===== src/design/cone_mesh_vertex_generator_defines.svh =====
// ----------------------------------------------------------------------------
// cone mesh vertex generator assertion macros
// shared concurrent assertion forms, clocked and reset-qualified
// ----------------------------------------------------------------------------
`ifndef CONE_MESH_VERTEX_GENERATOR_DEFINES_SVH
`define CONE_MESH_VERTEX_GENERATOR_DEFINES_SVH

// condition implies consequence in the same cycle
`define CMVG_ASSERT_SAME(label, clk, rst_n, pre, post) \
    label: assert property (@(posedge clk) disable iff (!rst_n) (pre) |-> (post)) \
        else $error("cmvg assertion failed");

// condition implies consequence in the next cycle
`define CMVG_ASSERT_NEXT(label, clk, rst_n, pre, post) \
    label: assert property (@(posedge clk) disable iff (!rst_n) (pre) |=> (post)) \
        else $error("cmvg assertion failed");

`endif


===== src/design/cmvg_pkg.sv =====
// ----------------------------------------------------------------------------
// cmvg_pkg
// types and constants shared by the cone mesh vertex generator
// ----------------------------------------------------------------------------
`default_nettype none

package cmvg_pkg;

    localparam int CFG_W     = 24;
    localparam int CNT_W     = 11;
    localparam int KIND_W    = 2;
    localparam int DIV_NUM_W = 43;
    localparam int DIV_Q_W   = 33;
    localparam int PROD_W    = 35;
    localparam int TEX_W     = 17;
    localparam int POS_W     = 25;
    localparam int NRM_W     = 16;
    localparam int TRIG_W    = 32;

    // vertex kinds
    localparam logic [KIND_W-1:0] KIND_SIDE   = 2'd0;
    localparam logic [KIND_W-1:0] KIND_RIM    = 2'd1;
    localparam logic [KIND_W-1:0] KIND_CENTER = 2'd2;

    // configuration register indexes
    localparam logic [1:0] CFG_RADIUS = 2'd0;
    localparam logic [1:0] CFG_HEIGHT = 2'd1;
    localparam logic [1:0] CFG_SLICES = 2'd2;
    localparam logic [1:0] CFG_STACKS = 2'd3;

    // cordic gain in q2.30 and arctangents in q0.32 turns
    localparam logic [29:0] CORDIC_GAIN = 30'd652032875;
    localparam int ATAN_N = 24;
    localparam logic [29:0] ATAN_TURNS [0:ATAN_N-1] = '{
        30'd536870912, 30'd316933406, 30'd167458907, 30'd85004756,
        30'd42667331,  30'd21354465,  30'd10679838,  30'd5340247,
        30'd2670163,   30'd1335087,   30'd667544,    30'd333772,
        30'd166886,    30'd83443,     30'd41722,     30'd20861,
        30'd10430,     30'd5215,      30'd2608,      30'd1304,
        30'd652,       30'd326,       30'd163,       30'd81
    };

    // classified request from the front end
    typedef struct packed {
        logic [KIND_W-1:0] kind;
        logic [CNT_W-1:0]  slice;
        logic [CNT_W-1:0]  stack;
        logic [PROD_W-1:0] ring_num;
        logic [PROD_W-1:0] z_num;
    } vtx_req_t;

    // fields riding alongside the cordic
    typedef struct packed {
        logic [KIND_W-1:0] kind;
        logic [TEX_W-1:0]  ts;
        logic [TEX_W-1:0]  tt;
        logic [CFG_W-1:0]  ring;
        logic [CFG_W-1:0]  zq;
    } cord_tag_t;

endpackage

`default_nettype wire


===== src/design/cmvg_div.sv =====
// ----------------------------------------------------------------------------
// cmvg_div
// pipelined restoring divider, one quotient bit per stage
// ----------------------------------------------------------------------------
`default_nettype none

module cmvg_div
    import cmvg_pkg::*;
#(
    parameter int TAG_W = 1
)
(
    input  wire logic                 clk,
    input  wire logic                 rst_n,
    input  wire logic                 en,
    input  wire logic                 in_valid,
    input  wire logic [DIV_NUM_W-1:0] in_num,
    input  wire logic [CNT_W-1:0]     in_den,
    input  wire logic [TAG_W-1:0]     in_tag,
    output logic                      out_valid,
    output logic [DIV_Q_W-1:0]        out_quo,
    output logic [TAG_W-1:0]          out_tag
);

    // quotient is known to fit in DIV_Q_W bits, so the upper numerator
    // bits start out as the partial remainder
    logic [CNT_W-1:0]   stg_rem [0:DIV_Q_W];
    logic [DIV_Q_W-1:0] stg_low [0:DIV_Q_W];
    logic [DIV_Q_W-1:0] stg_quo [0:DIV_Q_W];
    logic [CNT_W-1:0]   stg_den [0:DIV_Q_W];
    logic [TAG_W-1:0]   stg_tag [0:DIV_Q_W];
    logic               stg_vld [0:DIV_Q_W];

    logic [CNT_W-1:0]   rem_reg [1:DIV_Q_W];
    logic [DIV_Q_W-1:0] low_reg [1:DIV_Q_W];
    logic [DIV_Q_W-1:0] quo_reg [1:DIV_Q_W];
    logic [CNT_W-1:0]   den_reg [1:DIV_Q_W];
    logic [TAG_W-1:0]   tag_reg [1:DIV_Q_W];
    logic               vld_reg [1:DIV_Q_W];

    assign stg_rem[0] = CNT_W'(in_num >> DIV_Q_W);
    assign stg_low[0] = in_num[DIV_Q_W-1:0];
    assign stg_quo[0] = '0;
    assign stg_den[0] = in_den;
    assign stg_tag[0] = in_tag;
    assign stg_vld[0] = in_valid;

    genvar i;
    generate
        for (i = 0; i < DIV_Q_W; i++)
        begin : g_stage
            logic [CNT_W:0]   trial;
            logic [CNT_W:0]   diff;
            logic             ge;
            logic [CNT_W-1:0] rem_next;

            assign trial    = {stg_rem[i], stg_low[i][DIV_Q_W-1]};
            assign diff     = trial - {1'b0, stg_den[i]};
            assign ge       = (trial >= {1'b0, stg_den[i]});
            assign rem_next = ge ? diff[CNT_W-1:0] : trial[CNT_W-1:0];

            always_ff @(posedge clk or negedge rst_n)
            begin
                if (!rst_n)
                begin
                    vld_reg[i+1] <= 1'b0;
                end
                else if (en)
                begin
                    vld_reg[i+1] <= stg_vld[i];
                end
            end

            always_ff @(posedge clk)
            begin
                if (en)
                begin
                    rem_reg[i+1] <= rem_next;
                    low_reg[i+1] <= {stg_low[i][DIV_Q_W-2:0], 1'b0};
                    quo_reg[i+1] <= {stg_quo[i][DIV_Q_W-2:0], ge};
                    den_reg[i+1] <= stg_den[i];
                    tag_reg[i+1] <= stg_tag[i];
                end
            end

            assign stg_rem[i+1] = rem_reg[i+1];
            assign stg_low[i+1] = low_reg[i+1];
            assign stg_quo[i+1] = quo_reg[i+1];
            assign stg_den[i+1] = den_reg[i+1];
            assign stg_tag[i+1] = tag_reg[i+1];
            assign stg_vld[i+1] = vld_reg[i+1];
        end
    endgenerate

    assign out_valid = stg_vld[DIV_Q_W];
    assign out_quo   = stg_quo[DIV_Q_W];
    assign out_tag   = stg_tag[DIV_Q_W];

endmodule

`default_nettype wire


===== config.mk =====
export PLATFORM = sky130hd
export DESIGN_NAME = cmvg_div
export DESIGN_NICKNAME = d
export VERILOG_FILES = /design/src/design/cone_mesh_vertex_generator_defines.svh /design/src/design/cmvg_pkg.sv /design/src/design/cmvg_div.sv
export SDC_FILE = /design/constraint.sdc
export NUM_CORES = 2
export LEC_CHECK = 0
export BUFFER_PORTS_ARGS = -buffer_cell sky130_fd_sc_hd__buf_4
export CAP_MARGIN = 20
export CORE_MARGIN = 1
export CORE_UTILIZATION = 53
export DETAILED_ROUTE_END_ITERATION = 7
export GPL_TIMING_DRIVEN = 0
export PLACE_DENSITY = 0.69
export SKIP_CTS_REPAIR_TIMING = 1
export SYNTH_ARGS = -nofsm -noshare
export SYNTH_HDL_FRONTEND = slang
export SYNTH_SLANG_ARGS = --single-unit

===== constraint.sdc =====
create_clock -name clk -period 3.54 [get_ports clk]
set_input_delay 0.177 -clock clk [delete_from_list [all_inputs] [get_ports clk]]
set_output_delay 0.177 -clock clk [all_outputs]
set_load 0.02 [all_outputs]

Yosys cells after proc, flatten, opt, wreduce, memory -nomap -nowiden --
Memories as Yosys holds them, arrays and structs flattened. Index checks and enable logic that the tools add are counted.
Word-level totals: register bits after elaboration 33, RAM bits 2904, output and inout bits 35, memories kept 5
Operators by class: $add $sub $neg 33, order comparisons 33, muxes and demuxes 35
Memories:
- quo_reg | words 33, bits a word 33, rd ports 33, clocked after Yosys merged registers in 0, wr ports 33, RTL line cmvg_div.sv:36 | logic [DIV_Q_W-1:0] quo_reg [1:DIV_Q_W];
- low_reg | words 33, bits a word 32, rd ports 32, clocked after Yosys merged registers in 0, wr ports 33, RTL line cmvg_div.sv:35 | logic [DIV_Q_W-1:0] low_reg [1:DIV_Q_W];
- den_reg | words 33, bits a word 11, rd ports 32, clocked after Yosys merged registers in 0, wr ports 33, RTL line cmvg_div.sv:37 | logic [CNT_W-1:0] den_reg [1:DIV_Q_W];
- rem_reg | words 33, bits a word 11, rd ports 32, clocked after Yosys merged registers in 0, wr ports 33, RTL line cmvg_div.sv:34 | logic [CNT_W-1:0] rem_reg [1:DIV_Q_W];
- tag_reg | words 33, bits a word 1, rd ports 33, clocked after Yosys merged registers in 0, wr ports 33, RTL line cmvg_div.sv:38 | logic [TAG_W-1:0] tag_reg [1:DIV_Q_W];
Operators by type and width (count):
- $ge A12 B11 Y1 | 32
- $mux W11 | 33
- $sub A11 B11 Y11 | 33
- $ge A11 B11 Y1 | 1
- $mux W1 | 2

Logic depth before layout (Yosys ltp) --
An unclocked memory read counts as a cell.
depth after elaboration 3, mapped depth 10, depth with buffers taken out 10

Worst setup path after synthesis --
OpenSTA, ideal clock, no wires.
path kind register to register, start point memory den_reg[11][0], end point memory rem_reg[12][3], data pin, arrival 2.242 ns, path slack 1.038 ns, stages on the path, launching flop included 10, path buffers 1, period minus slack after synthesis 2.502 ns, cells stage by stage edfxtp_1 ha_1 fa_1 nand2b_1 a21oi_1 a41o_1 a21oi_1 o221ai_2 buf_6 mux2_2
RTL lines (RTL line):
- start, declared | cmvg_div.sv:37
- end, declared | cmvg_div.sv:34

==> results.yml <==
sta:
  worst_slew_pin_slew_ns: 1.07
  maxSlewHeadroom: 0.289
  max_freq_ghz: 0.317
  finClkSkew_ns: 0.0218
  final_hold_viol_count: 9
  rsz0062_at_grt: "false"
  period_needed_ns: 3.15
  period_share: 0.890
  final_max_slew_viol_count: 0
  timing.hold.ws_ns: -0.0130
  setup_viol_count_final: 0
  tns_ns: 0
setup_path:
  crit_arrival_ns: 3.68
  cpMostUsedCell: "a41oi_1"
  critPathSlowestCell: "fa_1"
  cp.buffers_inverters: 1
  critical_path_class: "flop to flop"
  crit_path_end_kind: "flop"
  slowest_delay_ns: 0.42
  cp.required_ns: 4.07
  cp-start-kind: "flop"
  crit_family: "compound AO/OA/AOI/OAI gates"
  crit_path_cell_trace: "ha_1 > fa_1 > nand2b_1 > a21oi_2 > a41oi_1 > o21bai_1 > a41oi_1 > buf_4 > mux2_2"
  path_max_fanout: 10
floorplan:
  fp.dieW_um: 387
  fp-row-count: 140
  fp.coreArea_um2: 146000
  ios: 94
  die_y_um: 387
  die_area_um2: 150000
  start_util: 0.537
routing:
  drc_errors: 0
  wirelength_mm: 117
  vias: 39100
  drtIter0Drc: 1986
  drtPass1Iterations: 5
  viasPerCell: 5.32
  routedWlPerCell_um: 15.9
  antenna_left: 0
grt:
  grtUsageTotal: 0.154
  grt_pass1_vias: 38800
  grt_pass1_wl_mm: 191
  grt_max_degree: 191
  antenna_found_initial: 0
  grt.busiest_layer: "met2"
  grt_util_met3: 0.0280
  grt_use_met1: 0.199
  met2_usage: 0.260
  grt_overflow: 0
run_status:
  status: "complete, but fails checks"
  failed_checks: "negative hold slack"
synth:
  ys.flop_type: "edfxtp_1"
  synth_nets: 5357
  ys_ff_latch: 1859
  ys.warnings.count: 0
  synthesis.area_um2: 78700
  synth_cell_type_count: 62
  ys_top_cells_by_area: "edfxtp_1 (70%), ha_1 (5.8%), mux2_2 (4.8%)"
  avgSynthCellArea_um2: 16.0
  ys_seq_area_frac: 0.708
  yosysTopAreaCell: "edfxtp_1"
  synth_edf_count: 1826
  syn_inst: 4903
  async_reset_ff_frac: 0.0178
  synth_top_area_share: 0.697
clocking:
  h-tree-depth: 4
  tritoncts: "yes"
  clk_transition_reported_paths_ns: 0.06
  cts_root_buffer: "clkbuf_16"
  cts.sinks: 1859
  numCtsBuffers: 189
  clk_latency_ns: 0.80
  clockBufferDepth: 3
final_layout:
  largest_register_ffs: 561
  fillers: 10800
  drive_gt1_frac: 0.157
  final_util: 0.608
  nets: 5717
  n_antenna_cell: 0
  stdcell_area_um2: 89100
  syn_to_final_growth_pct: 13.3
run:
  cap_violations: 0
place:
  gp_congestion: 0.876
  dpl_cell_area_um2: 82000
  io_buffers: 93
  dp_hpwl_mm: 75.0
pwr:
  powerDensity_nw_per_um2: 813
  max-vdd-ir-drop_v: 0.000480
  p_leak_nw: 33.4
  p_total_mw: 72.5
hold_path:
  min_path_type: "input pin to flop"
-- final cells by class --
type / count / area (um^2) / share of cell area
Inverter: 490 / 1840 / 0.0206
Tap cell: 1917 / 2400 / 0.0269
Multi-Input combinational cell: 2470 / 20500 / 0.231
Sequential cell: 1859 / 55700 / 0.625
Timing Repair Buffer: 169 / 1710 / 0.0192
Clock buffer: 222 / 4940 / 0.0554
Clock inverter: 131 / 1390 / 0.0156
Buffer: 84 / 613 / 0.00688
-- metrics by stage --
step                instances  setup WS [ns]
floorplan                4903           1.04
global placement         6913         -14.04
detailed placement       6923          -1.36
CTS                      7276         -0.487
global route             7342          0.109
finish                   7342          0.390
-- cell usage in the layout (no fill, tap or decap), types with 45 or more instances in the layout --
| cell type | n |
|---|---|
| edfxtp_1 | 1826 |
| inv_1 | 490 |
| ha_1 | 363 |
| mux2_2 | 333 |
| nor2_1 | 273 |
| a21oi_1 | 220 |
| clkbuf_16 | 194 |
| xnor2_1 | 143 |
| buf_4 | 141 |
| o21ai_0 | 138 |
| o21a_1 | 119 |
| nand2b_1 | 86 |
| o21bai_1 | 80 |
| nor2b_1 | 65 |
| xor2_1 | 65 |
| mux2i_1 | 64 |
| nand2_1 | 63 |
| dlygate4sd3_1 | 62 |
| clkbuf_1 | 45 |
-- cell usage after synthesis (26+ instances only) --
library cell  count
a21o_1           36
a21oi_1         220
a41oi_1          35
buf_4            49
dfrtp_1          33
edfxtp_1       1826
fa_1             32
ha_1            363
inv_1           490
mux2_2          333
mux2i_1          64
nand2_1          63
nand2b_1         86
nand4_1          26
nor2_1          273
nor2b_1          65
o21a_1          119
o21ai_0         138
o21bai_1         80
o31ai_1          31
xnor2_1         143
xor2_1           65
-- final timing paths --
path / cells after the start / startpoint / slack [ns] / endpoint
hold reg to reg: 0 / low_reg[27][26]$_DFFE_PP_ / 0.40 / low_reg[28][27]$_DFFE_PP_
setup / recovery: 9 / den_reg[2][0]$_DFFE_PP_ / 0.39 / rem_reg[3][7]$_DFFE_PP_
max in group asynchronous: 4 / rst_n / 2.95 / stg_vld[12]$_DFFE_PN0P_
hold / removal: 1 / en / -0.01 / low_reg[1][5]$_DFFE_PP_
min in group asynchronous: 4 / rst_n / 0.42 / stg_vld[21]$_DFFE_PN0P_
setup reg to reg: 9 / den_reg[2][0]$_DFFE_PP_ / 0.39 / rem_reg[3][7]$_DFFE_PP_
-- power breakdown --
part / total (mW) / internal (mW) / switching (mW)
clock network: 19.8 / 11.6 / 8.25
logic: 22.0 / 10.8 / 11.2
registers: 30.6 / 29.0 / 1.56
total: 72.5 / 51.5 / 21.0
-- cell families after synthesis --
| group | synth area share |
|---|---|
| mux | 0.0581 |
| simple gates | 0.0368 |
| buf+inv | 0.0312 |
| xor+xnor | 0.0232 |
| fa+ha+maj | 0.0659 |
| flops | 0.708 |
| compound gates | 0.0773 |
-- worst reg2reg max path, delay by kind of cell (launching register included) --
kind                       cells  cell delay [ns]
muxes                          1             0.29
DFF                            1             0.41
buffers and inverters          1             0.32
adders and majority gates      2             0.65
AOI/OAI and AO/OA              4             1.04
and+or+nand+nor                1             0.19
-- layer usage --
layer	vias up	part of all wire
met1	19000	0.44
met5	-	0
met4	0	0.032
li1	19200	-
met2	611	0.49
met3	277	0.037
(Power assumes the default switching activity.)
