## src/design/cone_mesh_vertex_generator_defines.svh

```systemverilog
// ----------------------------------------------------------------------------
// cone mesh vertex generator assertion macros
// shared concurrent assertion forms, clocked and reset-qualified
// ----------------------------------------------------------------------------
`ifndef CONE_MESH_VERTEX_GENERATOR_DEFINES_SVH
`define CONE_MESH_VERTEX_GENERATOR_DEFINES_SVH

// condition implies consequence in the same cycle
`define CMVG_ASSERT_SAME(label, clk, rst_n, pre, post) \
    label: assert property (@(posedge clk) disable iff (!rst_n) (pre) |-> (post)) \
        else $error("cmvg assertion failed");

// condition implies consequence in the next cycle
`define CMVG_ASSERT_NEXT(label, clk, rst_n, pre, post) \
    label: assert property (@(posedge clk) disable iff (!rst_n) (pre) |=> (post)) \
        else $error("cmvg assertion failed");

`endif

```

## src/design/cmvg_pkg.sv

```systemverilog
// ----------------------------------------------------------------------------
// cmvg_pkg
// types and constants shared by the cone mesh vertex generator
// ----------------------------------------------------------------------------
`default_nettype none

package cmvg_pkg;

    localparam int CFG_W     = 24;
    localparam int CNT_W     = 11;
    localparam int KIND_W    = 2;
    localparam int DIV_NUM_W = 43;
    localparam int DIV_Q_W   = 33;
    localparam int PROD_W    = 35;
    localparam int TEX_W     = 17;
    localparam int POS_W     = 25;
    localparam int NRM_W     = 16;
    localparam int TRIG_W    = 32;

    // vertex kinds
    localparam logic [KIND_W-1:0] KIND_SIDE   = 2'd0;
    localparam logic [KIND_W-1:0] KIND_RIM    = 2'd1;
    localparam logic [KIND_W-1:0] KIND_CENTER = 2'd2;

    // configuration register indexes
    localparam logic [1:0] CFG_RADIUS = 2'd0;
    localparam logic [1:0] CFG_HEIGHT = 2'd1;
    localparam logic [1:0] CFG_SLICES = 2'd2;
    localparam logic [1:0] CFG_STACKS = 2'd3;

    // cordic gain in q2.30 and arctangents in q0.32 turns
    localparam logic [29:0] CORDIC_GAIN = 30'd652032875;
    localparam int ATAN_N = 24;
    localparam logic [29:0] ATAN_TURNS [0:ATAN_N-1] = '{
        30'd536870912, 30'd316933406, 30'd167458907, 30'd85004756,
        30'd42667331,  30'd21354465,  30'd10679838,  30'd5340247,
        30'd2670163,   30'd1335087,   30'd667544,    30'd333772,
        30'd166886,    30'd83443,     30'd41722,     30'd20861,
        30'd10430,     30'd5215,      30'd2608,      30'd1304,
        30'd652,       30'd326,       30'd163,       30'd81
    };

    // classified request from the front end
    typedef struct packed {
        logic [KIND_W-1:0] kind;
        logic [CNT_W-1:0]  slice;
        logic [CNT_W-1:0]  stack;
        logic [PROD_W-1:0] ring_num;
        logic [PROD_W-1:0] z_num;
    } vtx_req_t;

    // fields riding alongside the cordic
    typedef struct packed {
        logic [KIND_W-1:0] kind;
        logic [TEX_W-1:0]  ts;
        logic [TEX_W-1:0]  tt;
        logic [CFG_W-1:0]  ring;
        logic [CFG_W-1:0]  zq;
    } cord_tag_t;

endpackage

`default_nettype wire

```

## src/design/cmvg_cordic.sv

```systemverilog
// ----------------------------------------------------------------------------
// cmvg_cordic
// pipelined rotation-mode cordic, turn fraction in, cosine and sine out
// ----------------------------------------------------------------------------
`default_nettype none

module cmvg_cordic
    import cmvg_pkg::*;
#(
    parameter int STEPS = 16,
    parameter int TAG_W = 1
)
(
    input  wire logic              clk,
    input  wire logic              rst_n,
    input  wire logic              en,
    input  wire logic              in_valid,
    input  wire logic [31:0]       in_u,
    input  wire logic [TAG_W-1:0]  in_tag,
    output logic                   out_valid,
    output logic signed [TRIG_W-1:0] out_cos,
    output logic signed [TRIG_W-1:0] out_sin,
    output logic [TAG_W-1:0]       out_tag
);

    localparam int XW = 34;

    logic [32:0] u_bias;
    logic [2:0]  qn;
    logic [33:0] z_full;

    // nearest quarter turn plus a residual of at most an eighth
    assign u_bias = {1'b0, in_u} + (33'd1 << 29);
    assign qn     = u_bias[32:30];
    assign z_full = {2'b00, in_u} - {1'b0, qn, 30'd0};

    logic signed [XW-1:0] stg_x [0:STEPS];
    logic signed [XW-1:0] stg_y [0:STEPS];
    logic signed [31:0]   stg_z [0:STEPS];
    logic [1:0]           stg_q [0:STEPS];
    logic [TAG_W-1:0]     stg_tag [0:STEPS];
    logic                 stg_vld [0:STEPS];

    logic signed [XW-1:0] x_reg [1:STEPS];
    logic signed [XW-1:0] y_reg [1:STEPS];
    logic signed [31:0]   z_reg [1:STEPS];
    logic [1:0]           q_reg [1:STEPS];
    logic [TAG_W-1:0]     tag_reg [1:STEPS];
    logic                 vld_reg [1:STEPS];

    assign stg_x[0]   = XW'(CORDIC_GAIN);
    assign stg_y[0]   = '0;
    assign stg_z[0]   = z_full[31:0];
    assign stg_q[0]   = qn[1:0];
    assign stg_tag[0] = in_tag;
    assign stg_vld[0] = in_valid;

    genvar i;
    generate
        for (i = 0; i < STEPS; i++)
        begin : g_step
            logic signed [XW-1:0] dx;
            logic signed [XW-1:0] dy;
            logic signed [31:0]   ang;
            logic                 pos;

            assign dx  = stg_y[i] >>> i;
            assign dy  = stg_x[i] >>> i;
            assign ang = 32'(ATAN_TURNS[i]);
            assign pos = !stg_z[i][31];

            always_ff @(posedge clk or negedge rst_n)
            begin
                if (!rst_n)
                begin
                    vld_reg[i+1] <= 1'b0;
                end
                else if (en)
                begin
                    vld_reg[i+1] <= stg_vld[i];
                end
            end

            always_ff @(posedge clk)
            begin
                if (en)
                begin
                    x_reg[i+1]   <= pos ? stg_x[i] - dx : stg_x[i] + dx;
                    y_reg[i+1]   <= pos ? stg_y[i] + dy : stg_y[i] - dy;
                    z_reg[i+1]   <= pos ? stg_z[i] - ang : stg_z[i] + ang;
                    q_reg[i+1]   <= stg_q[i];
                    tag_reg[i+1] <= stg_tag[i];
                end
            end

            assign stg_x[i+1]   = x_reg[i+1];
            assign stg_y[i+1]   = y_reg[i+1];
            assign stg_z[i+1]   = z_reg[i+1];
            assign stg_q[i+1]   = q_reg[i+1];
            assign stg_tag[i+1] = tag_reg[i+1];
            assign stg_vld[i+1] = vld_reg[i+1];
        end
    endgenerate

    logic signed [XW-1:0] rx, ry, cx, cy;
    localparam logic signed [XW-1:0] ONE = XW'(1) <<< 30;

    always_comb
    begin
        rx = stg_x[STEPS];
        ry = stg_y[STEPS];
        unique case (stg_q[STEPS])
            2'd1:
            begin
                rx = -stg_y[STEPS];
                ry = stg_x[STEPS];
            end
            2'd2:
            begin
                rx = -stg_x[STEPS];
                ry = -stg_y[STEPS];
            end
            2'd3:
            begin
                rx = stg_y[STEPS];
                ry = -stg_x[STEPS];
            end
            2'd0:
            begin
                rx = stg_x[STEPS];
                ry = stg_y[STEPS];
            end
        endcase
        cx = (rx > ONE) ? ONE : ((rx < -ONE) ? -ONE : rx);
        cy = (ry > ONE) ? ONE : ((ry < -ONE) ? -ONE : ry);
    end

    logic                     vout_reg;
    logic signed [TRIG_W-1:0] cos_reg, sin_reg;
    logic [TAG_W-1:0]         tout_reg;

    always_ff @(posedge clk or negedge rst_n)
    begin
        if (!rst_n)
        begin
            vout_reg <= 1'b0;
        end
        else if (en)
        begin
            vout_reg <= stg_vld[STEPS];
        end
    end

    always_ff @(posedge clk)
    begin
        if (en)
        begin
            cos_reg  <= cx[TRIG_W-1:0];
            sin_reg  <= cy[TRIG_W-1:0];
            tout_reg <= stg_tag[STEPS];
        end
    end

    assign out_valid = vout_reg;
    assign out_cos   = cos_reg;
    assign out_sin   = sin_reg;
    assign out_tag   = tout_reg;

endmodule

`default_nettype wire

```

## config.mk

```make
export PLATFORM = sky130hd
export DESIGN_NAME = cmvg_cordic
export DESIGN_NICKNAME = d
export VERILOG_FILES = /design/src/design/cone_mesh_vertex_generator_defines.svh /design/src/design/cmvg_pkg.sv /design/src/design/cmvg_cordic.sv
export SDC_FILE = /design/constraint.sdc
export NUM_CORES = 2
export LEC_CHECK = 0
export BUFFER_PORTS_ARGS = -buffer_cell sky130_fd_sc_hd__buf_2
export CORE_ASPECT_RATIO = 1.25
export CORE_MARGIN = 10
export CORE_UTILIZATION = 65
export CTS_CLUSTER_SIZE = 40
export DETAILED_ROUTE_END_ITERATION = 6
export PLACE_DENSITY = 0.83
export SLEW_MARGIN = 0
export SYNTH_ARGS = -nofsm -noshare
export SYNTH_HDL_FRONTEND = slang
export SYNTH_SLANG_ARGS = --single-unit
export TNS_END_PERCENT = 1
```

## constraint.sdc

```tcl
create_clock -name clk -period 7.6 [get_ports clk]
set_input_delay 1.52 -clock clk [delete_from_list [all_inputs] [get_ports clk]]
set_output_delay 1.52 -clock clk [all_outputs]
set_load 0.03 [all_outputs]
```

# After elaboration in Yosys (flattened, before gate mapping)

Memories as Yosys holds them, arrays and structs flattened. A register that Yosys moved wholly into a read port is not among the register bits.
Cells that the tools add are included.

$add $sub $neg: 96
Multipliers: 0
Div/mod/pow operators: 0
$lt $le $gt $ge: 4
Equality and inequality tests: 3
Shift-type cells: 0
Mux-type cells: 53
Bitwise gates (word level): 0
Reductions and logical operators: 3

Operators with widths:

| operator             | count |
|---|---|
| $mux 34              | 31 |
| $mux 32              | 18 |
| $pmux 34 s4          | 2 |
| $add 34x19->34       | 2 |
| $add 34x20->34       | 2 |
| $add 34x21->34       | 2 |
| $add 34x22->34       | 2 |
| $add 34x23->34       | 2 |
| $add 34x24->34       | 2 |
| $add 34x25->34       | 2 |
| $add 34x26->34       | 2 |
| $add 34x27->34       | 2 |
| $add 34x28->34       | 2 |
| $add 34x29->34       | 2 |
| $add 34x30->34       | 2 |
| $add 34x31->34       | 2 |
| $add 34x32->34       | 2 |
| $add 34x33->34       | 2 |
| $gt 34x32->1 const B | 2 |
| $lt 34x31->1 const B | 2 |
| $neg 34->34          | 2 |
| $sub 34x19->34       | 2 |
| $sub 34x20->34       | 2 |
| $sub 34x21->34       | 2 |
| 50 further kinds     | 66 |

Register bits after elaboration: 81
Latch bits: 0
RAM bits: 1648
Bits in read-only memories: 0
Output and inout bits: 66
Memories: 5

Memory list:

| name    | words | bits a word | read ports | clocked after memory_dff | wr ports | line              | text |
|---|---|---|---|---|---|---|---|
| x_reg   | 16    | 34          | 16         | 0                        | 16       | cmvg_cordic.sv:44 | `logic signed [XW-1:0] x_reg [1:STEPS];` |
| y_reg   | 16    | 34          | 16         | 0                        | 16       | cmvg_cordic.sv:45 | `logic signed [XW-1:0] y_reg [1:STEPS];` |
| z_reg   | 16    | 32          | 15         | 0                        | 16       | cmvg_cordic.sv:46 | `logic signed [31:0] z_reg [1:STEPS];` |
| q_reg   | 16    | 2           | 16         | 0                        | 16       | cmvg_cordic.sv:47 | `logic [1:0] q_reg [1:STEPS];` |
| tag_reg | 16    | 1           | 16         | 1                        | 16       | cmvg_cordic.sv:48 | `logic [TAG_W-1:0] tag_reg [1:STEPS];` |

# Depth between registers and ports, before layout

An unclocked memory read counts as a cell.

Depth after elaboration: 5
Depth in mapped cells: 22
Mapped depth without buffers: 22

# Least setup slack after synthesis

No wires, ideal clock.

Path type: register -> register
From: reg y_reg[0][423] (netlist name)
To: reg x_reg[0][474] (netlist name)
Library setup time: 258 ps
Data arrival time: 4435 ps
Required time: 7342 ps
Slack: 2907 ps
Cell stages (with the launch flop): 17
Path buffers: 0
Period minus slack after synthesis: 4693 ps
Path through: edfxtp_1 or3_1 nor3b_1 and2_1 a21oi_1 xor2_1 ha_1 a2111oi_0 o21ai_0 a221oi_1 o311ai_1 a221o_1 a41o_1 or4_1 a31o_2 a21oi_1 xnor2_1

==> flow_summary.json <==
{
  "period_needed_ns": 5.79,
  "critPathSlowestCell": "nor4bb_1",
  "seq_area_frac_synth": 0.371,
  "grt_max_degree": 182,
  "status": "completed",
  "syn_inst": 13300,
  "fin_nets": 14900,
  "antenna_found_initial": 3,
  "drive_gt1_frac": 0.0479,
  "die-area_um2": 217000,
  "synth.largest_area_cell": "edfxtp_1",
  "worstPathCellList": "nor3_1 -> nor4bb_1 -> nor4b_1 -> a21oi_1 -> xnor2_1 -> ha_1 -> a21o_1 -> a21oi_1 -> nor2_1 -> a211oi_1 -> o21ai_0 -> o31ai_1 -> o311ai_0 -> a21o_1 -> a21oi_1 -> xnor2_1",
  "crit_arrival_ns": 6.38,
  "post_cts_buffers": 0,
  "cp.buffers_inverters": 0,
  "critPathLaunchType": "flop",
  "die_h_um": 518,
  "dr.pass1.iters": 6,
  "post_drt_wl_per_cell_um": 21.6,
  "setup_violations": 0,
  "relSlewSlack": 0.164,
  "synth_top_area_frac": 0.367,
  "synth-edff-count": 1581,
  "tightest_slew_ns": 1.25,
  "grt-ovfl-total": 0,
  "routed_wl_mm": 348,
  "clkSlewWorstSetupHoldPaths_ns": 0.07,
  "dr.first_iter.drc_count": 9178,
  "clockBufferDepth": 3,
  "grt_pass1_wl_mm": 545,
  "crit_path_frequent_cell": "a21oi_1",
  "synth_seq_cells": 1598,
  "hpwl_mm": 273,
  "vias_per_cell": 6.40,
  "fp-row-count": 182,
  "syn_area_um2": 129000,
  "dp.cells": 15800,
  "avgSynthCellArea_um2": 9.73,
  "synthArstFlopShare": 0.0106,
  "finalClockSkew_ns": 0.0423,
  "tritoncts": "built",
  "portBuffers": 102,
  "finalSetupTns_ns": 0,
  "h-tree-depth": 4,
  "fmaxAchievable_mhz": 173,
  "root_buffer": "clkbuf_16",
  "hold_path_depth": 0,
  "core-area_um2": 197000,
  "synth_most_common_cell": "edfxtp_1",
  "maxCapViolations": 0,
  "start_util": 0.655,
  "finalHoldViolCount": 0,
  "fin_util": 0.702,
  "timing.final.crit_share": 0.762,
  "clk_latency_ns": 0.84,
  "drv_slew": 0,
  "yosysWarnings": 0,
  "ys_types": 89,
  "hold_ws_ns": 0.413,
  "slowest_delay_ns": 0.84,
  "largest_reg_flops": 511,
  "critPathTopFamily": "compound AO/OA/AOI/OAI gates",
  "required_ns": 8.19,
  "cp_max_fo": 6,
  "ant_nets": 0,
  "synthFlopType": "edfxtp_1",
  "grtUsageTotal": 0.310,
  "rsz0062_at_grt": "false",
  "cts_made_buffers": 169,
  "synthTopCellsByArea": "edfxtp_1, ha_1, xnor2_1, a21oi_1, xor2_1",
  "hold_class": "flop to flop",
  "drcViolationCount": 0,
  "io_pins": 103,
  "num_vias": 103000,
  "cts_resized": 0,
  "r2r_cells": 16,
  "cts_sinks": 1598,
  "crit_path_end_kind": "flop",
  "synthTopCellsByCount": "edfxtp_1, a21oi_1, ha_1, xnor2_1, nor2_1",
  "instances_no_fill": 16100,
  "grt_pass1_vias": 100000,
  "hold_buffers": 0,
  "path_class": "flop to flop",
  "area_delta_synth_final_pct": 7.12,
  "path_depth": 16,
  "die_w_um": 419,
  "gp_congestion": 0.993
}
==> cell type report <==
type                    count  area [µm²]
flip-flops and latches   1598       47900
repair buffers            168        1130
fillers                 14800       58800
well taps                2576        3220
clock buffers             189        4390
clock inverters           125        1320
inverters                 567        2130
multi-input cells       10900       78300
diodes                      2        5.00
==> worst reg2reg max path, cell delays in order (launching register included) <==
cell      delay [ns]
edfxtp_1        0.52
nor3_1          0.33
nor4bb_1        0.84
nor4b_1         0.81
a21oi_1         0.19
xnor2_1         0.23
ha_1            0.31
a21o_1          0.18
a21oi_1         0.20
nor2_1          0.07
a211oi_1        0.19
o21ai_0         0.19
o31ai_1         0.70
o311ai_0        0.30
a21o_1          0.21
a21oi_1         0.19
xnor2_1         0.09
==> cell usage in the layout (no fill, tap or decap), types with 567 or more instances in the layout <==
master    count
a21o_1      642
a21oi_1    1474
edfxtp_1   1581
ha_1       1379
inv_1       567
nand2_1     588
nor2_1     1235
o21ai_0     615
xnor2_1    1300
xor2_1      630
==> cells by family (layout without fill, tap and decap cells) <==
group           count (synthesis)  count (layout)  synth area share
compound gates               3999            3999             0.196
xor+xnor                     1930            1930             0.131
simple gates                 3380            3380             0.127
buf+inv                       793            1049            0.0233
flops                        1598            1598             0.371
fa+ha+maj                    1422            1422             0.140
mux                           153             153            0.0126
other cells                     2               8         0.0000581
==> worst paths after layout <==
path / slack [ns] / start / end
max: 1.81 / x_reg[0][385] / y_reg[0][441]
min: 0.41 / q_reg[0][3] / q_reg[0][5]
max reg2reg: 1.81 / x_reg[0][385] / y_reg[0][441]
min reg2reg: 0.41 / q_reg[0][3] / q_reg[0][5]
max in group asynchronous: 6.76 / rst_n / stg_vld[13]
min in group asynchronous: 0.58 / rst_n / stg_vld[8]
==> per-layer routing <==
layer	vias to the layer above	wire [µm]	track usage
li1	49400	-	-
met1	49200	142000	0.386
met2	3504	167000	0.529
met3	944	19200	0.0359
met4	2	19700	0.157
met5	-	17	0
==> metrics by stage <==
| stage | worst slack (ns) | instance area, µm² |
|---|---|---|
| 2_1_floorplan | 2.91 | 129000 |
| 3_3_place_gp | 2.01 | 133000 |
| 3_5_place_dp | 1.92 | 133000 |
| 4_1_cts | 1.90 | 138000 |
| 5_1_grt | 1.36 | 138000 |
| 6_report | 1.81 | 138000 |
Power is left out: the tool's default activity adds up to more than one toggle a clock period on the data nets, which glitch-free logic cannot reach.
