## config.mk

```make
export PLATFORM = sky130hd
export DESIGN_NAME = cmvg_fifo
export DESIGN_NICKNAME = d
export VERILOG_FILES = /design/src/design/cone_mesh_vertex_generator_defines.svh /design/src/design/cmvg_fifo.sv
export SDC_FILE = /design/constraint.sdc
export NUM_CORES = 1
export LEC_CHECK = 0
export ABC_CLOCK_PERIOD_IN_PS = 2200
export BUFFER_PORTS_ARGS = -buffer_cell sky130_fd_sc_hd__clkbuf_2
export CORE_UTILIZATION = 52
export DETAILED_ROUTE_END_ITERATION = 6
export GPL_ROUTABILITY_DRIVEN = 0
export MAX_ROUTING_LAYER = met4
export PLACE_DENSITY = 0.75
export SLEW_MARGIN = 5
export SYNTH_ARGS = -nofsm -noshare
export SYNTH_HDL_FRONTEND = slang
export SYNTH_SLANG_ARGS = --single-unit
```

## constraint.sdc

```tcl
create_clock -name clk -period 2.2 [get_ports clk]
set_input_delay 0.11 -clock clk [delete_from_list [all_inputs] [get_ports clk]]
set_output_delay 0.11 -clock clk [all_outputs]
set_load 0.05 [all_outputs]
```

## src/design/cone_mesh_vertex_generator_defines.svh

```systemverilog
// ----------------------------------------------------------------------------
// cone mesh vertex generator assertion macros
// shared concurrent assertion forms, clocked and reset-qualified
// ----------------------------------------------------------------------------
`ifndef CONE_MESH_VERTEX_GENERATOR_DEFINES_SVH
`define CONE_MESH_VERTEX_GENERATOR_DEFINES_SVH

// condition implies consequence in the same cycle
`define CMVG_ASSERT_SAME(label, clk, rst_n, pre, post) \
    label: assert property (@(posedge clk) disable iff (!rst_n) (pre) |-> (post)) \
        else $error("cmvg assertion failed");

// condition implies consequence in the next cycle
`define CMVG_ASSERT_NEXT(label, clk, rst_n, pre, post) \
    label: assert property (@(posedge clk) disable iff (!rst_n) (pre) |=> (post)) \
        else $error("cmvg assertion failed");

`endif

```

## src/design/cmvg_fifo.sv

```systemverilog
// ----------------------------------------------------------------------------
// cmvg_fifo
// small register queue between the front end and the back end
// ----------------------------------------------------------------------------
`default_nettype none

module cmvg_fifo
#(
    parameter int WIDTH = 8,
    parameter int DEPTH = 4
)
(
    input  wire logic             clk,
    input  wire logic             rst_n,
    input  wire logic             push,
    input  wire logic [WIDTH-1:0] wdata,
    output logic                  full,
    input  wire logic             pop,
    output logic [WIDTH-1:0]      rdata,
    output logic                  not_empty
);

    localparam int PTR_W = (DEPTH > 1) ? $clog2(DEPTH) : 1;
    localparam int CNT_W = $clog2(DEPTH + 1);

    logic [WIDTH-1:0] mem_reg [0:DEPTH-1];
    logic [PTR_W-1:0] wr_ptr_reg, wr_ptr_next;
    logic [PTR_W-1:0] rd_ptr_reg, rd_ptr_next;
    logic [CNT_W-1:0] count_reg, count_next;
    logic             do_push, do_pop;

    assign full      = (count_reg == CNT_W'(DEPTH));
    assign not_empty = (count_reg != '0);
    assign do_push   = push && !full;
    assign do_pop    = pop && not_empty;
    assign rdata     = mem_reg[rd_ptr_reg];

    always_comb
    begin
        wr_ptr_next = wr_ptr_reg;
        rd_ptr_next = rd_ptr_reg;
        count_next  = count_reg;
        if (do_push)
        begin
            wr_ptr_next = (wr_ptr_reg == PTR_W'(DEPTH - 1)) ? '0 : wr_ptr_reg + 1'b1;
        end
        if (do_pop)
        begin
            rd_ptr_next = (rd_ptr_reg == PTR_W'(DEPTH - 1)) ? '0 : rd_ptr_reg + 1'b1;
        end
        if (do_push && !do_pop)
        begin
            count_next = count_reg + 1'b1;
        end
        else if (do_pop && !do_push)
        begin
            count_next = count_reg - 1'b1;
        end
    end

    always_ff @(posedge clk or negedge rst_n)
    begin
        if (!rst_n)
        begin
            wr_ptr_reg <= '0;
            rd_ptr_reg <= '0;
            count_reg  <= '0;
        end
        else
        begin
            wr_ptr_reg <= wr_ptr_next;
            rd_ptr_reg <= rd_ptr_next;
            count_reg  <= count_next;
        end
    end

    always_ff @(posedge clk)
    begin
        if (do_push)
        begin
            mem_reg[wr_ptr_reg] <= wdata;
        end
    end

endmodule

`default_nettype wire

```

Word-level counts from Yosys, hierarchy flattened
Memory sizes are Yosys's and may differ from the RTL's.
Index checks and enable logic that the tools add are counted.
{"block": "word_totals", "mem_count": 1, "rom_bits": 0, "output_inout_bits": 10, "ramBits": 32, "latchBits": 0, "input_bits": 12, "reg_bits": 7, "elab_cells": 26}
{"name": "mem_reg", "words": 4, "width": 8, "rd": 1, "rd_clocked_by_memory_dff": 0, "wr": 1, "line_no": "cmvg_fifo.sv:26", "source": "logic [WIDTH-1:0] mem_reg [0:DEPTH-1];"}
{"block": "classes", "n_addsub": 4, "mux": 6, "magnitude_cmp": 0, "bitwise_logic": 0, "n_shift": 0, "n_mul": 0, "n_reduce_logical": 9, "div_mod_pow": 0, "n_eq_ne": 3}
{"operator": "$mux W3", "count": 2}
{"operator": "$add A2 B1 Y2 const B", "count": 2}
{"operator": "$eq A2 B2 Y1 const B", "count": 2}
{"operator": "$logic_and A1 B1 Y1", "count": 4}
{"operator": "$mux W2", "count": 2}
{"operator": "$add A3 B1 Y3 const B", "count": 1}
{"operator": "$eq A3 B3 Y1 const B", "count": 1}
{"operator": "$logic_not A1 Y1", "count": 3}
{"operator": "$reduce_bool A3 Y1", "count": 1}
{"operator": "$sub A3 B1 Y3 const B", "count": 1}
{"operator": "$mux W1", "count": 2}
{"operator": "$reduce_bool A2 Y1", "count": 1}

Logic depth before layout (Yosys ltp)
Gate-level depths: netlist (run 1).
{"block": "logic_depth", "word_depth": 7, "depth_mapped": 9, "depth_no_buf": 8}

Least setup slack after synthesis (run 1)
OpenSTA, ideal clock, no wires.
{"block": "synth_timing", "kind": "register to register", "startpoint": "register count_reg[0]", "endpoint": "register count_reg[1]", "setup_time_ns": 0.125, "stages_incl_launch_ff": 8, "period_less_slack_ns": 2.262, "path_slack_ns": -0.062, "arrival_ns": 2.137, "t_required_ns": 2.075, "path_cell_list": "dfrtp_1 > nor3b_4 > nor2b_2 > buf_6 > ha_1 > inv_1 > fa_1 > mux2_2"}
{"block": "synth_via", "word_cells_on_any_way": 14, "classes_between": "2 x add/sub; 1 x eq/ne; 2 x mux; 9 x reduce/logical"}
{"item": "start, declared", "line_no": "cmvg_fifo.sv:29", "source": "logic [CNT_W-1:0] count_reg, count_next;"}
{"item": "start signal, assigned", "line_no": "cmvg_fifo.sv:73", "source": "count_reg <= count_next;"}
{"item": "$eq A3 B3 Y1", "line_no": "cmvg_fifo.sv:32", "source": "assign full = (count_reg == CNT_W'(DEPTH));"}
{"item": "via full", "line_no": "cmvg_fifo.sv:17", "source": "output logic full,"}
{"item": "$logic_not A1 Y1", "line_no": "cmvg_fifo.sv:34", "source": "assign do_push = push && !full;"}
{"item": "$logic_and A1 B1 Y1", "line_no": "cmvg_fifo.sv:34"}
{"item": "via do_push", "line_no": "cmvg_fifo.sv:30", "source": "logic do_push, do_pop;"}
{"item": "$logic_and A1 B1 Y1", "line_no": "cmvg_fifo.sv:51", "source": "if (do_push && !do_pop)"}
{"item": "$mux W3", "line_no": "cmvg_fifo.sv:51"}
{"item": "via count_next[1]", "line_no": "cmvg_fifo.sv:29"}
The timed path passes the listed nets, and every way through them passes these cells. The select of a mux whose other input is x is not followed.
A chain may end at the register's enable or synchronous reset.

Final worst setup path (run 1)
{"block": "layout_timing", "startpoint": "register count_reg[1]", "endpoint": "register count_reg[2]"}
{"block": "layout_via", "elab_chain_len": 6, "word_cells_on_any_way": 14, "classes_between": "2 x add/sub; 1 x eq/ne; 2 x mux; 9 x reduce/logical"}
{"item": "branches (longest 6 deep; another with $sub A3 B1 Y3)"}
Several ways; the timed one is not identified. The select of a mux whose other input is x is not followed.

==> results.md, run 1 <==
* Reg clk slew, reported paths at 110 ps
* Minimum clock period at 2020 ps
* Post-route ant nets at 0
* Mapped Nets at 98
* Core area at roughly 2900 um^2
* Initial Util at 57.2%
* Detail Placement HPWL at about 1.7 mm
* HP Class: input port to async pin
* Syn-to-layout area delta at 17.9%
* Chip Height at 58.0 um
* Final wirelength at 2.42 mm
* Vias at 781
* Multi-input logic area at 477 um^2
* Largest family of logic cells by synthesized area: multiplexers
* GRT Total Usage at 17.3%
* Drt pass-1 iters at 6
* CP startpoint kind: flop
* Tcrit/Tclk final at 91.9%
* Initial DRC count at 12
* Post-Synthesis Cells at 79
* Register area share after synthesis at 69.6%
* Simple-Gate Fraction of Synth Area at under 10%
* Reg2Reg Setup Slack at 180 ps
* Area fraction of the dominant cell type after synthesis at 58.9%
* Synth Cell Area at 1630 um^2
* Total grt overflow at 0
* RSZ-0062 raised after global routing: no
* Mux cell area share after synthesis at around 15%
* CP Class: flop to flop
* Initial antenna violation count at 0
* Ranking of synthesized cells by area: edfxtp_1 59%, mux4_2 11%, dfrtp_1 11%, ha_1 4.6%, mux2_4 3.7%
* Hold_ws at between 100 and 150 ps
* Port buffer count at 21
* Critical Path RT at 2450 ps
* Post-CTS sizing at 0
* Clock root buffer: clkbuf_4
* Synth cell types at 19
* Antenna diode count at 0
* CTS tree: done
* Data arrival, critical path at 2280 ps
* Number of global-route vias before repair at 836
* Reg-to-Reg Start: count_reg[1]
* Via density at approximately 5.3
* Yosys warning count at 0
* Post-synthesis compound-gate area fraction at 0%
* Highest metal used: met3
* First-pass GRT wire length at 3.89 mm
* Adder-cell area share of the yosys netlist at between 5 and 6%
* Mean post-synth cell area at 20.7 um^2
* Ys async rst share at between 10% and 20%
* Clk_skew at between 4 and 5 ps
* Final WS setup at 179 ps
* Final #Nets at 134
* Max Cap Viol at 0
* Leakage at 0.000742 uW
* CTS Hold Bufs at 9
* #FFs+latches synth at 39
* Clock sink count at 39
* Largest register FFs at 32
* Fin. Hold Viols at 0
* Largest net degree at the start of global routing at 12
* Clock Latency Late Sink at between 300 and 400 ps
* CTS Buffer Depth at 2
* Final setup fails at 0
* CTS Buf Count at 5
* Die Width at 58.0 um
* Top FF cell, synth: edfxtp_1
* Worst relative slew slack at 60.0%
* Critical path capture point type: flop
* H-tree levels at 2
* R2r worst-path depth at 8
* Post-CTS setup buffers at 0
* Most frequent cell after synthesis: edfxtp_1
* Worst ir drop on vdd at about 0.66 mV
* Layout cells sized above 1 at 44.8%
* Status: finished with violations
* Max FO, Critical Path at 4
* Wire per inst at 16.4 um
* Xor/xnor cell area share of the yosys netlist at 1.61%
* Fill cell count at 205
* DR WL met2 at 1.30 mm
* Wire length on met3 at 95 um
* M1 WL at just over 1 mm
* Max frequency at between 400 and 500 MHz
* Area taken by flip-flops and latches at 1140 um^2
* Cell taking the most area after synthesis: edfxtp_1
* Die ar. at about 3400 um^2
* Worst-margin pin slew at 600 ps
* DRC at 1
* Final setup TNS at 0 ps
* Max-slew violations at 0
* Pwr Density at 1400 nW/um^2
* Synth top cells by count: 32 x edfxtp_1, 8 x mux4_2, 7 x dfrtp_1
* Worst R2R End: count_reg[2]
* Failing checks: design-rule violations
* Cell row count at 19
* Ports at 22
* EDFF count, synth at 32
* Setup slack after placement at about 180 ps
## how the worst max path moves through the flow
| stage | startpoint | end | slack, ps | cells past startpoint |
|---|---|---|---|---|
| CTS | rd_ptr_reg[0] | rdata[4] | 130 | 2 |
| finish | count_reg[1] | count_reg[2] | 180 | 8 |
| global route | rd_ptr_reg[0] | rdata[0] | 20 | 2 |
| floorplan | count_reg[1] | count_reg[1] | 30 | 7 |
| global placement | count_reg[1] | count_reg[2] | 260 | 8 |
| detailed placement | count_reg[1] | count_reg[2] | 180 | 8 |
## kinds of logic after synthesis
kind of cell / count (synthesis)
multiplexers: 13
buffers and inverters: 6
AND/OR/NAND/NOR: 11
flip-flops: 39
adder cells (fa/ha/maj): 7
XOR/XNOR: 3
## metal layers
metal | up-vias | global-route usage (%)
met3 | 0 | 6.03
li1 | 370 | -
met5 | - | -
met1 | 392 | 20.0
met2 | 19 | 29.7
met4 | 0 | 3.06
## critical path, cell delays in order (launching register included)
cell and delay (ps):
dfrtp_1 470, or3_4 410, nand2_4 110, ha_4 140, inv_2 30, fa_1 370
xor2_1 170, nor2_1 110, xor2_1 140
## where the power goes
group | switching [uW] | internal [uW]
logic | 700 | 486
clock network | 210 | 125
registers | 168 | 998
total | 1080 | 1610
## metrics by stage
step	instances	utilization [%]	cell area [um^2]	total power, uW
final	147	67.4	1920	2690
after global placement	130	62.5	1780	2330
after CTS	147	67.4	1920	2720
after detailed placement	130	62.5	1780	2380
after floorplan	79	-	1640	2130
after global routing	147	67.4	1920	2860
## area by class of cell
class | count | share of cell area (%)
sequential | 39 | 59.1
multi-input combinational | 34 | 24.8
timing repair buffer | 32 | 10.9
clock buffer | 7 | 2.34
tap | 31 | 2.02
inverter | 3 | 0.586
clock inverter | 1 | 0.260
## cells in the final DEF (no fill, tap or decap), drive strengths merged
cell and n:
edfxtp 32, clkbuf 28, dlygate4sd3 9, mux4 8
dfrtp 7, ha 6, mux2 5, and2 4
nor2 3, inv 3, xor2 2, buf 2
nor3b 1, nor2b 1, or3 1, nand2 1
xnor2 1, fa 1, clkinv 1
(Power assumes the default switching activity.)
==> run 2: changes to the inputs <==
--- a/config.mk
+++ b/config.mk
@@ -7,11 +7,11 @@
 export LEC_CHECK = 0
 export ABC_CLOCK_PERIOD_IN_PS = 2200
 export BUFFER_PORTS_ARGS = -buffer_cell sky130_fd_sc_hd__clkbuf_2
-export CORE_UTILIZATION = 52
+export CORE_UTILIZATION = 55
 export DETAILED_ROUTE_END_ITERATION = 6
 export GPL_ROUTABILITY_DRIVEN = 0
 export MAX_ROUTING_LAYER = met4
-export PLACE_DENSITY = 0.75
+export PLACE_DENSITY = 0.79
 export SLEW_MARGIN = 5
 export SYNTH_ARGS = -nofsm -noshare
 export SYNTH_HDL_FRONTEND = slang
==> run 2 against run 1 <==
  * Critical path type unchanged
  * Critical endpoint unchanged
  * Sequential power barely moved
  * Clock skew grew 7.6 ps
  * Worst hold slack worse by 13 ps
  * The run now ends clean
  * Final cell count fell by 0.68%
==> results.md, run 2 (synthesis results as in run 1) <==
* CTS Buf Count at 5 (unchanged)
* Fin. Hold Viols at 0 (unchanged)
* Number of global-route vias before repair at 878 (was 836)
* CP max stage delay at 460 ps (was 470 ps)
* Top delay family on crit path: simple AND/OR/NAND/NOR gates (unchanged)
* Clock root buffer: clkbuf_4 (unchanged)
* Most common cell after layout, fill and taps aside: edfxtp_1 (unchanged)
* Tcrit/Tclk final at 95.2% (was 91.9%)
* Max frequency at 477 MHz (was 495 MHz)
* Pwr Density at 1450 nW/um^2 (was 1400 nW/um^2)
* Max FO, Critical Path at 4 (unchanged)
* Layout cells sized above 1 at 45.2% (was 44.8%)
* Largest net degree at the start of global routing at 12 (unchanged)
* Clock sink count at 39 (unchanged)
* Cells along the critical path: or3_4 -> nand2_4 -> ha_4 -> inv_2 -> fa_1 -> xor2_1 -> nor2_1 -> xor2_1 (unchanged)
* Die ar. at 3190 um^2 (was 3370 um^2)
* Power, Total at 2830 uW (was 2690 uW)
* Cell-internal power at 1720 uW (was 1610 uW)
* Die Width at 56.5 um (was 58.0 um)
* Syn-to-layout area delta at 19.2% (was 17.9%)
* Post-CTS setup buffers at 0 (unchanged)
* RSZ-0062 raised after global routing: no (unchanged)
* Critical path capture point type: flop (unchanged)
* Clk_skew at 12.4 ps (was 4.79 ps)
* Hold_ws at 135 ps (was 147 ps)
* Detail Placement HPWL at 1.67 mm (was 1.71 mm)
* Clock share of power at 15.6% (was 12.5%)
* Critical Path RT at 2470 ps (was 2450 ps)
* HP Class: input port to async pin (unchanged)
* Reg clk slew, reported paths at 110 ps (about the same)
* Minimum clock period at 2090 ps (was 2020 ps)
* Ports at 22 (unchanged)
* Leakage at 0.000751 uW (was 0.000742 uW)
* Post-CTS sizing at 0 (unchanged)
* DRC at 0 (was 1)
* Clock Latency Late Sink at 330 ps (was 320 ps)
* Initial DRC count at 15 (was 12)
* Drt pass-1 iters at 4 (was 6)
* Sw Share at 39.0% (was 40.1%)
* Commonest cells after routing, fill and taps aside: 32 x edfxtp_1, 21 x clkbuf_2, 9 x dlygate4sd3_1 (unchanged)
* Cell row count at 19 (unchanged)
* Wire per inst at 17.4 um (was 16.4 um)
* Core area at 2780 um^2 (was 2850 um^2)
* Final #Nets at 134 (unchanged)
* Port buffer count at 21 (unchanged)
* CTS Buffer Depth at 2 (unchanged)
* Largest register FFs at 32 (unchanged)
* Crit path top cell by count: xor2_1 (unchanged)
* Gate power share at 43.0% (was 44.1%)
* Vias at 794 (was 781)
* Slowest cell on crit path: dfrtp_1 (unchanged)
* CP Class: flop to flop (unchanged)
* Worst relative slew slack at 59.4% (was 60.0%)
* Final setup TNS at 0 ps (unchanged)
* CP startpoint kind: flop (unchanged)
* Worst ir drop on vdd at 1.06 mV (was 0.657 mV)
* Total grt overflow at 0 (unchanged)
* Fin cells at 146 (was 147)
* First-pass GRT wire length at 4.22 mm (was 3.89 mm)
* Final setup fails at 0 (unchanged)
* Placed insts at 130 (unchanged)
* Antenna diode count at 0 (unchanged)
* Post-route ant nets at 0 (unchanged)
* Chip Height at 56.5 um (was 58.0 um)
* Status: finished clean (was finished with violations)
* Register share of total power at 41.4% (was 43.4%)
* Final wirelength at 2.54 mm (was 2.42 mm)
* Worst-margin pin slew at 608 ps (was 600 ps)
* H-tree levels at 2 (unchanged)
* Initial antenna violation count at 0 (unchanged)
* GRT Total Usage at 19.4% (was 17.3%)
* CTS tree: done (unchanged)
* Initial Util at 58.7% (was 57.2%)
* NetSw at 1100 uW (was 1080 uW)
* Buf+Inv Stages, Crit Path at 1 (unchanged)
* CTS Hold Bufs at 9 (unchanged)
* Via density at 5.44 (was 5.31)
* Max Cap Viol at 0 (unchanged)
* Max-slew violations at 0 (unchanged)
* Data arrival, critical path at 2360 ps (was 2280 ps)
==> run 2: changes by cell type in the layout (fill, tap and decap cells not counted), sizes merged <==
| cell | change |
|---|---|
| clkinv | -1 |
| bufinv | +1 |
| clkbuf | -1 |
==> run 2: power groups by stage <==
stage / registers [uW] / logic, uW / clock network (uW)
after detailed placement: 1190 / 1210 / 0
after floorplan: 1090 / 1030 / 0
after CTS: 1170 / 1230 / 457
after global routing: 1200 / 1290 / 485
after global placement: 1170 / 1170 / 0
final: 1170 / 1220 / 442
==> run 2: layout make-up <==
type	count	area, um^2
clock buffer	6	41.3
clock inverter	1	30.0
fill	194	837
inverter	3	11.3
multi-input combinational	34	477
sequential	39	1140
tap	31	38.8
timing repair buffer	32	210
==> run 2: path summary, 6_finish.rpt <==
kind	start	to	slack (ps)	cells past startpoint
setup reg to reg	count_reg[1]	count_reg[2]	110	8
min in group clk	pop	rd_ptr_reg[0]	140	3
hold reg to reg	count_reg[2]	count_reg[2]	540	1
max in group asynchronous	rst_n	wr_ptr_reg[0]	1880	2
hold / removal	rst_n	count_reg[2]	130	2
setup / recovery	count_reg[1]	count_reg[2]	110	8
==> run 2: worst register-to-register path, cell delays in order (launching register included) <==
cell and delay (ps):
dfrtp_1 460, or3_4 420, nand2_4 110, ha_4 150
inv_2 40, fa_1 410, xor2_1 190, nor2_1 110
xor2_1 150
==> run 2: through the flow <==
stage	setup slack (ps)	cell area [um^2]	utilization (%)
after floorplan	31.5	1640	-
after global placement	257	1780	64.1
after detailed placement	101	1780	64.1
after CTS	104	1940	69.9
after global routing	26.8	1940	69.9
final	105	1940	69.9
==> run 2: layer usage <==
layer	wire length (um)	global-route usage (%)
met5	0	-
met4	72	10.5
met3	97	6.68
met2	1170	27.4
met1	1200	24.9
==> run 3: changes to the inputs <==
--- a/config.mk
+++ b/config.mk
@@ -5,13 +5,14 @@
 export SDC_FILE = /design/constraint.sdc
 export NUM_CORES = 1
 export LEC_CHECK = 0
-export ABC_CLOCK_PERIOD_IN_PS = 2200
+export ABC_CLOCK_PERIOD_IN_PS = 1900
 export BUFFER_PORTS_ARGS = -buffer_cell sky130_fd_sc_hd__clkbuf_2
-export CORE_UTILIZATION = 55
+export CORE_UTILIZATION = 50
+export CTS_CLUSTER_SIZE = 12
 export DETAILED_ROUTE_END_ITERATION = 6
 export GPL_ROUTABILITY_DRIVEN = 0
 export MAX_ROUTING_LAYER = met4
-export PLACE_DENSITY = 0.79
+export PLACE_DENSITY = 0.76
 export SLEW_MARGIN = 5
 export SYNTH_ARGS = -nofsm -noshare
 export SYNTH_HDL_FRONTEND = slang
==> constraint.sdc (replaced) <==
create_clock -name clk -period 1.9 [get_ports clk]
set_input_delay 0.095 -clock clk [delete_from_list [all_inputs] [get_ports clk]]
set_output_delay 0.095 -clock clk [all_outputs]
set_load 0.05 [all_outputs]
==> run 3 against run 2 <==
  * Global-route usage shrank 1.4 points
  * Highest routed layer unchanged
  * Clock-buffer cell count is 1 lower
  * Worst hold slack got worse by 26 ps
  * Clock skew is 7.1 ps lower
  * Largest cell class unchanged
  * First-iteration DRC count increased by 20%
  * Critical endpoint is now count_reg[1]
  * Sequential share of layout area fell by 1.2 points
  * Final area increased by 2.4%
  * Non-clock buffer count is 2 higher
  * Combinational power increased by 17%
  * Wire length shrank 6.1%
==> results.md, run 3 (synthesis results as in run 1) <==
* Status: finished clean (unchanged)
* Fill cell count at 233 (was 194)
* First-pass GRT wire length at 4.02 mm (was 4.22 mm)
* Leakage at 0.000766 uW (was 0.000751 uW)
* H-tree levels at 2 (unchanged)
* Final setup fails at 0 (unchanged)
* Core area at 3080 um^2 (was 2780 um^2)
* Ports at 22 (unchanged)
* Drt pass-1 iters at 3 (was 4)
* Top delay family on crit path: adder cells (was simple AND/OR/NAND/NOR gates)
* Clk_skew at 5.26 ps (was 12.4 ps)
* Final WS setup at 42.1 ps (was 105 ps)
* Tcrit/Tclk final at 97.8% (was 95.2%)
* Reg2Reg Setup Slack at 40 ps (was 110 ps)
* Critical path capture point type: flop (unchanged)
* Clock Latency Late Sink at 340 ps (was 330 ps)
* Reg clk slew, reported paths at 110 ps (about the same)
* Final wirelength at 2.38 mm (was 2.54 mm)
* Minimum clock period at 1860 ps (was 2090 ps)
* Data arrival, critical path at 2100 ps (was 2360 ps)
* GRT Total Usage at 18.0% (was 19.4%)
* Max frequency at 538 MHz (was 477 MHz)
* Max-slew violations at 0 (unchanged)
* HP Class: input port to async pin (unchanged)
* Clock root buffer: clkbuf_4 (unchanged)
* Initial antenna violation count at 0 (unchanged)
* Worst-margin pin slew at 432 ps (was 608 ps)
* Detail Placement HPWL at 1.68 mm (was 1.67 mm)
* CP startpoint kind: flop (unchanged)
* Wire per inst at 14.7 um (was 17.4 um)
* Buf+Inv Stages, Crit Path at 2 (was 1)
* R2r worst-path depth at 7 (was 8)
* Largest register FFs at 32 (unchanged)
* Worst ir drop on vdd at 0.729 mV (was 1.06 mV)
* Max FO, Critical Path at 3 (was 4)
* DRC at 0 (unchanged)
* Die Width at 59.1 um (was 56.5 um)
* CP Class: flop to flop (unchanged)
* Vias at 779 (was 794)
* Max Cap Viol at 0 (unchanged)
* Syn-to-layout area delta at 22.1% (was 19.2%)
* Critical Path RT at 2140 ps (was 2470 ps)
* Worst R2R End: count_reg[1] (was count_reg[2])
* Initial Util at 53.0% (was 58.7%)
* CTS Buf Count at 5 (unchanged)
* Total grt overflow at 0 (unchanged)
* Cell row count at 20 (was 19)
* Most common cell after layout, fill and taps aside: edfxtp_1 (unchanged)
* Number of global-route vias before repair at 854 (was 878)
* Final setup TNS at 0 ps (unchanged)
* Cells along the critical path: buf_4 -> nor3b_4 -> nor2b_2 -> ha_4 -> inv_2 -> fa_2 -> mux2_2 (was or3_4 -> nand2_4 -> ha_4 -> inv_2 -> fa_1 -> xor2_1 -> nor2_1 -> xor2_1)
* Largest net degree at the start of global routing at 14 (was 12)
* RSZ-0062 raised after global routing: yes (was no)
* Via density at 4.81 (was 5.44)
* Clock sink count at 39 (unchanged)
* Post-route ant nets at 0 (unchanged)
* Die ar. at 3500 um^2 (was 3190 um^2)
* Final #Nets at 136 (was 134)
* CTS Buffer Depth at 2 (unchanged)
* CP max stage delay at 430 ps (was 460 ps)
* Initial DRC count at 18 (was 15)
* Antenna diode count at 0 (unchanged)
* Pwr Density at 1660 nW/um^2 (was 1450 nW/um^2)
* Setup slack after placement at -11.8 ps (was 101 ps)
* Port buffer count at 21 (unchanged)
* Reg-to-Reg Start: count_reg[1] (unchanged)
* Fin. Hold Viols at 0 (unchanged)
* Commonest cells after routing, fill and taps aside: 32 x edfxtp_1, 21 x clkbuf_2, 9 x dlygate4sd3_1 (unchanged)
* Slowest cell on crit path: fa_2 (was dfrtp_1)
* Worst relative slew slack at 71.2% (was 59.4%)
* Chip Height at 59.1 um (was 56.5 um)
* CTS tree: done (unchanged)
* Layout cells sized above 1 at 49.2% (was 45.2%)
run 3: final cells by class:
cell class / instances / area, um^2 / share of cell area, %
Multi-Input combinational cell: 34 / 479 / 24.1
Clock buffer: 5 / 37.5 / 1.88
Tap cell: 44 / 55.1 / 2.76
Timing Repair Buffer: 34 / 225 / 11.3
Inverter: 3 / 11.3 / 0.565
Clock inverter: 3 / 43.8 / 2.20
Sequential cell: 39 / 1140 / 57.2
run 3: power by group:
part / switching (uW) / internal [uW] / total (uW)
combinational: 837 / 590 / 1430
sequential: 174 / 1160 / 1340
clock: 266 / 277 / 543
total: 1280 / 2030 / 3310
run 3: per-stage QoR:
stage          total power (uW)  std cells  instance area [um^2]  hold WS (ps)  util (%)
3_3_place_gp               2730        145                  1810         -57.4      58.9
2_1_floorplan              2460         79                  1640          -201         -
5_1_grt                    3530        162                  1990           110      64.7
3_5_place_dp               2780        145                  1810         -53.2      58.9
4_1_cts                    3350        162                  1990           100      64.6
6_report                   3310        162                  1990           109      64.7
run 3: per-layer routing:
layer | GRT usage (%) | part of all wire (%) | up-vias
li1 | - | - | 373
met1 | 21.2 | 43 | 387
met2 | 28.4 | 52 | 15
met3 | 6.55 | 3.3 | 4
met4 | 7.14 | 1.2 | 0
met5 | - | 0 | -
run 3: worst max-delay path by stage:
stage	startpoint	end	slack, ps	cells after the start
floorplan	count_reg[1]	count_reg[1]	-270	7
global placement	count_reg[0]	count_reg[2]	60	8
detailed placement	count_reg[0]	count_reg[2]	-10	8
CTS	rd_ptr_reg[0]	rdata[5]	20	2
global route	count_reg[1]	count_reg[1]	-50	7
finish	count_reg[1]	count_reg[1]	40	7
run 3: what timing repair did:
item,CTS,global route
gates resized for setup,2,1
hold buffers,9,0
pin swaps,3,2
hold endpoints to repair,39,0
endpoints found under the setup margin,9,10
buffers inserted,0,0
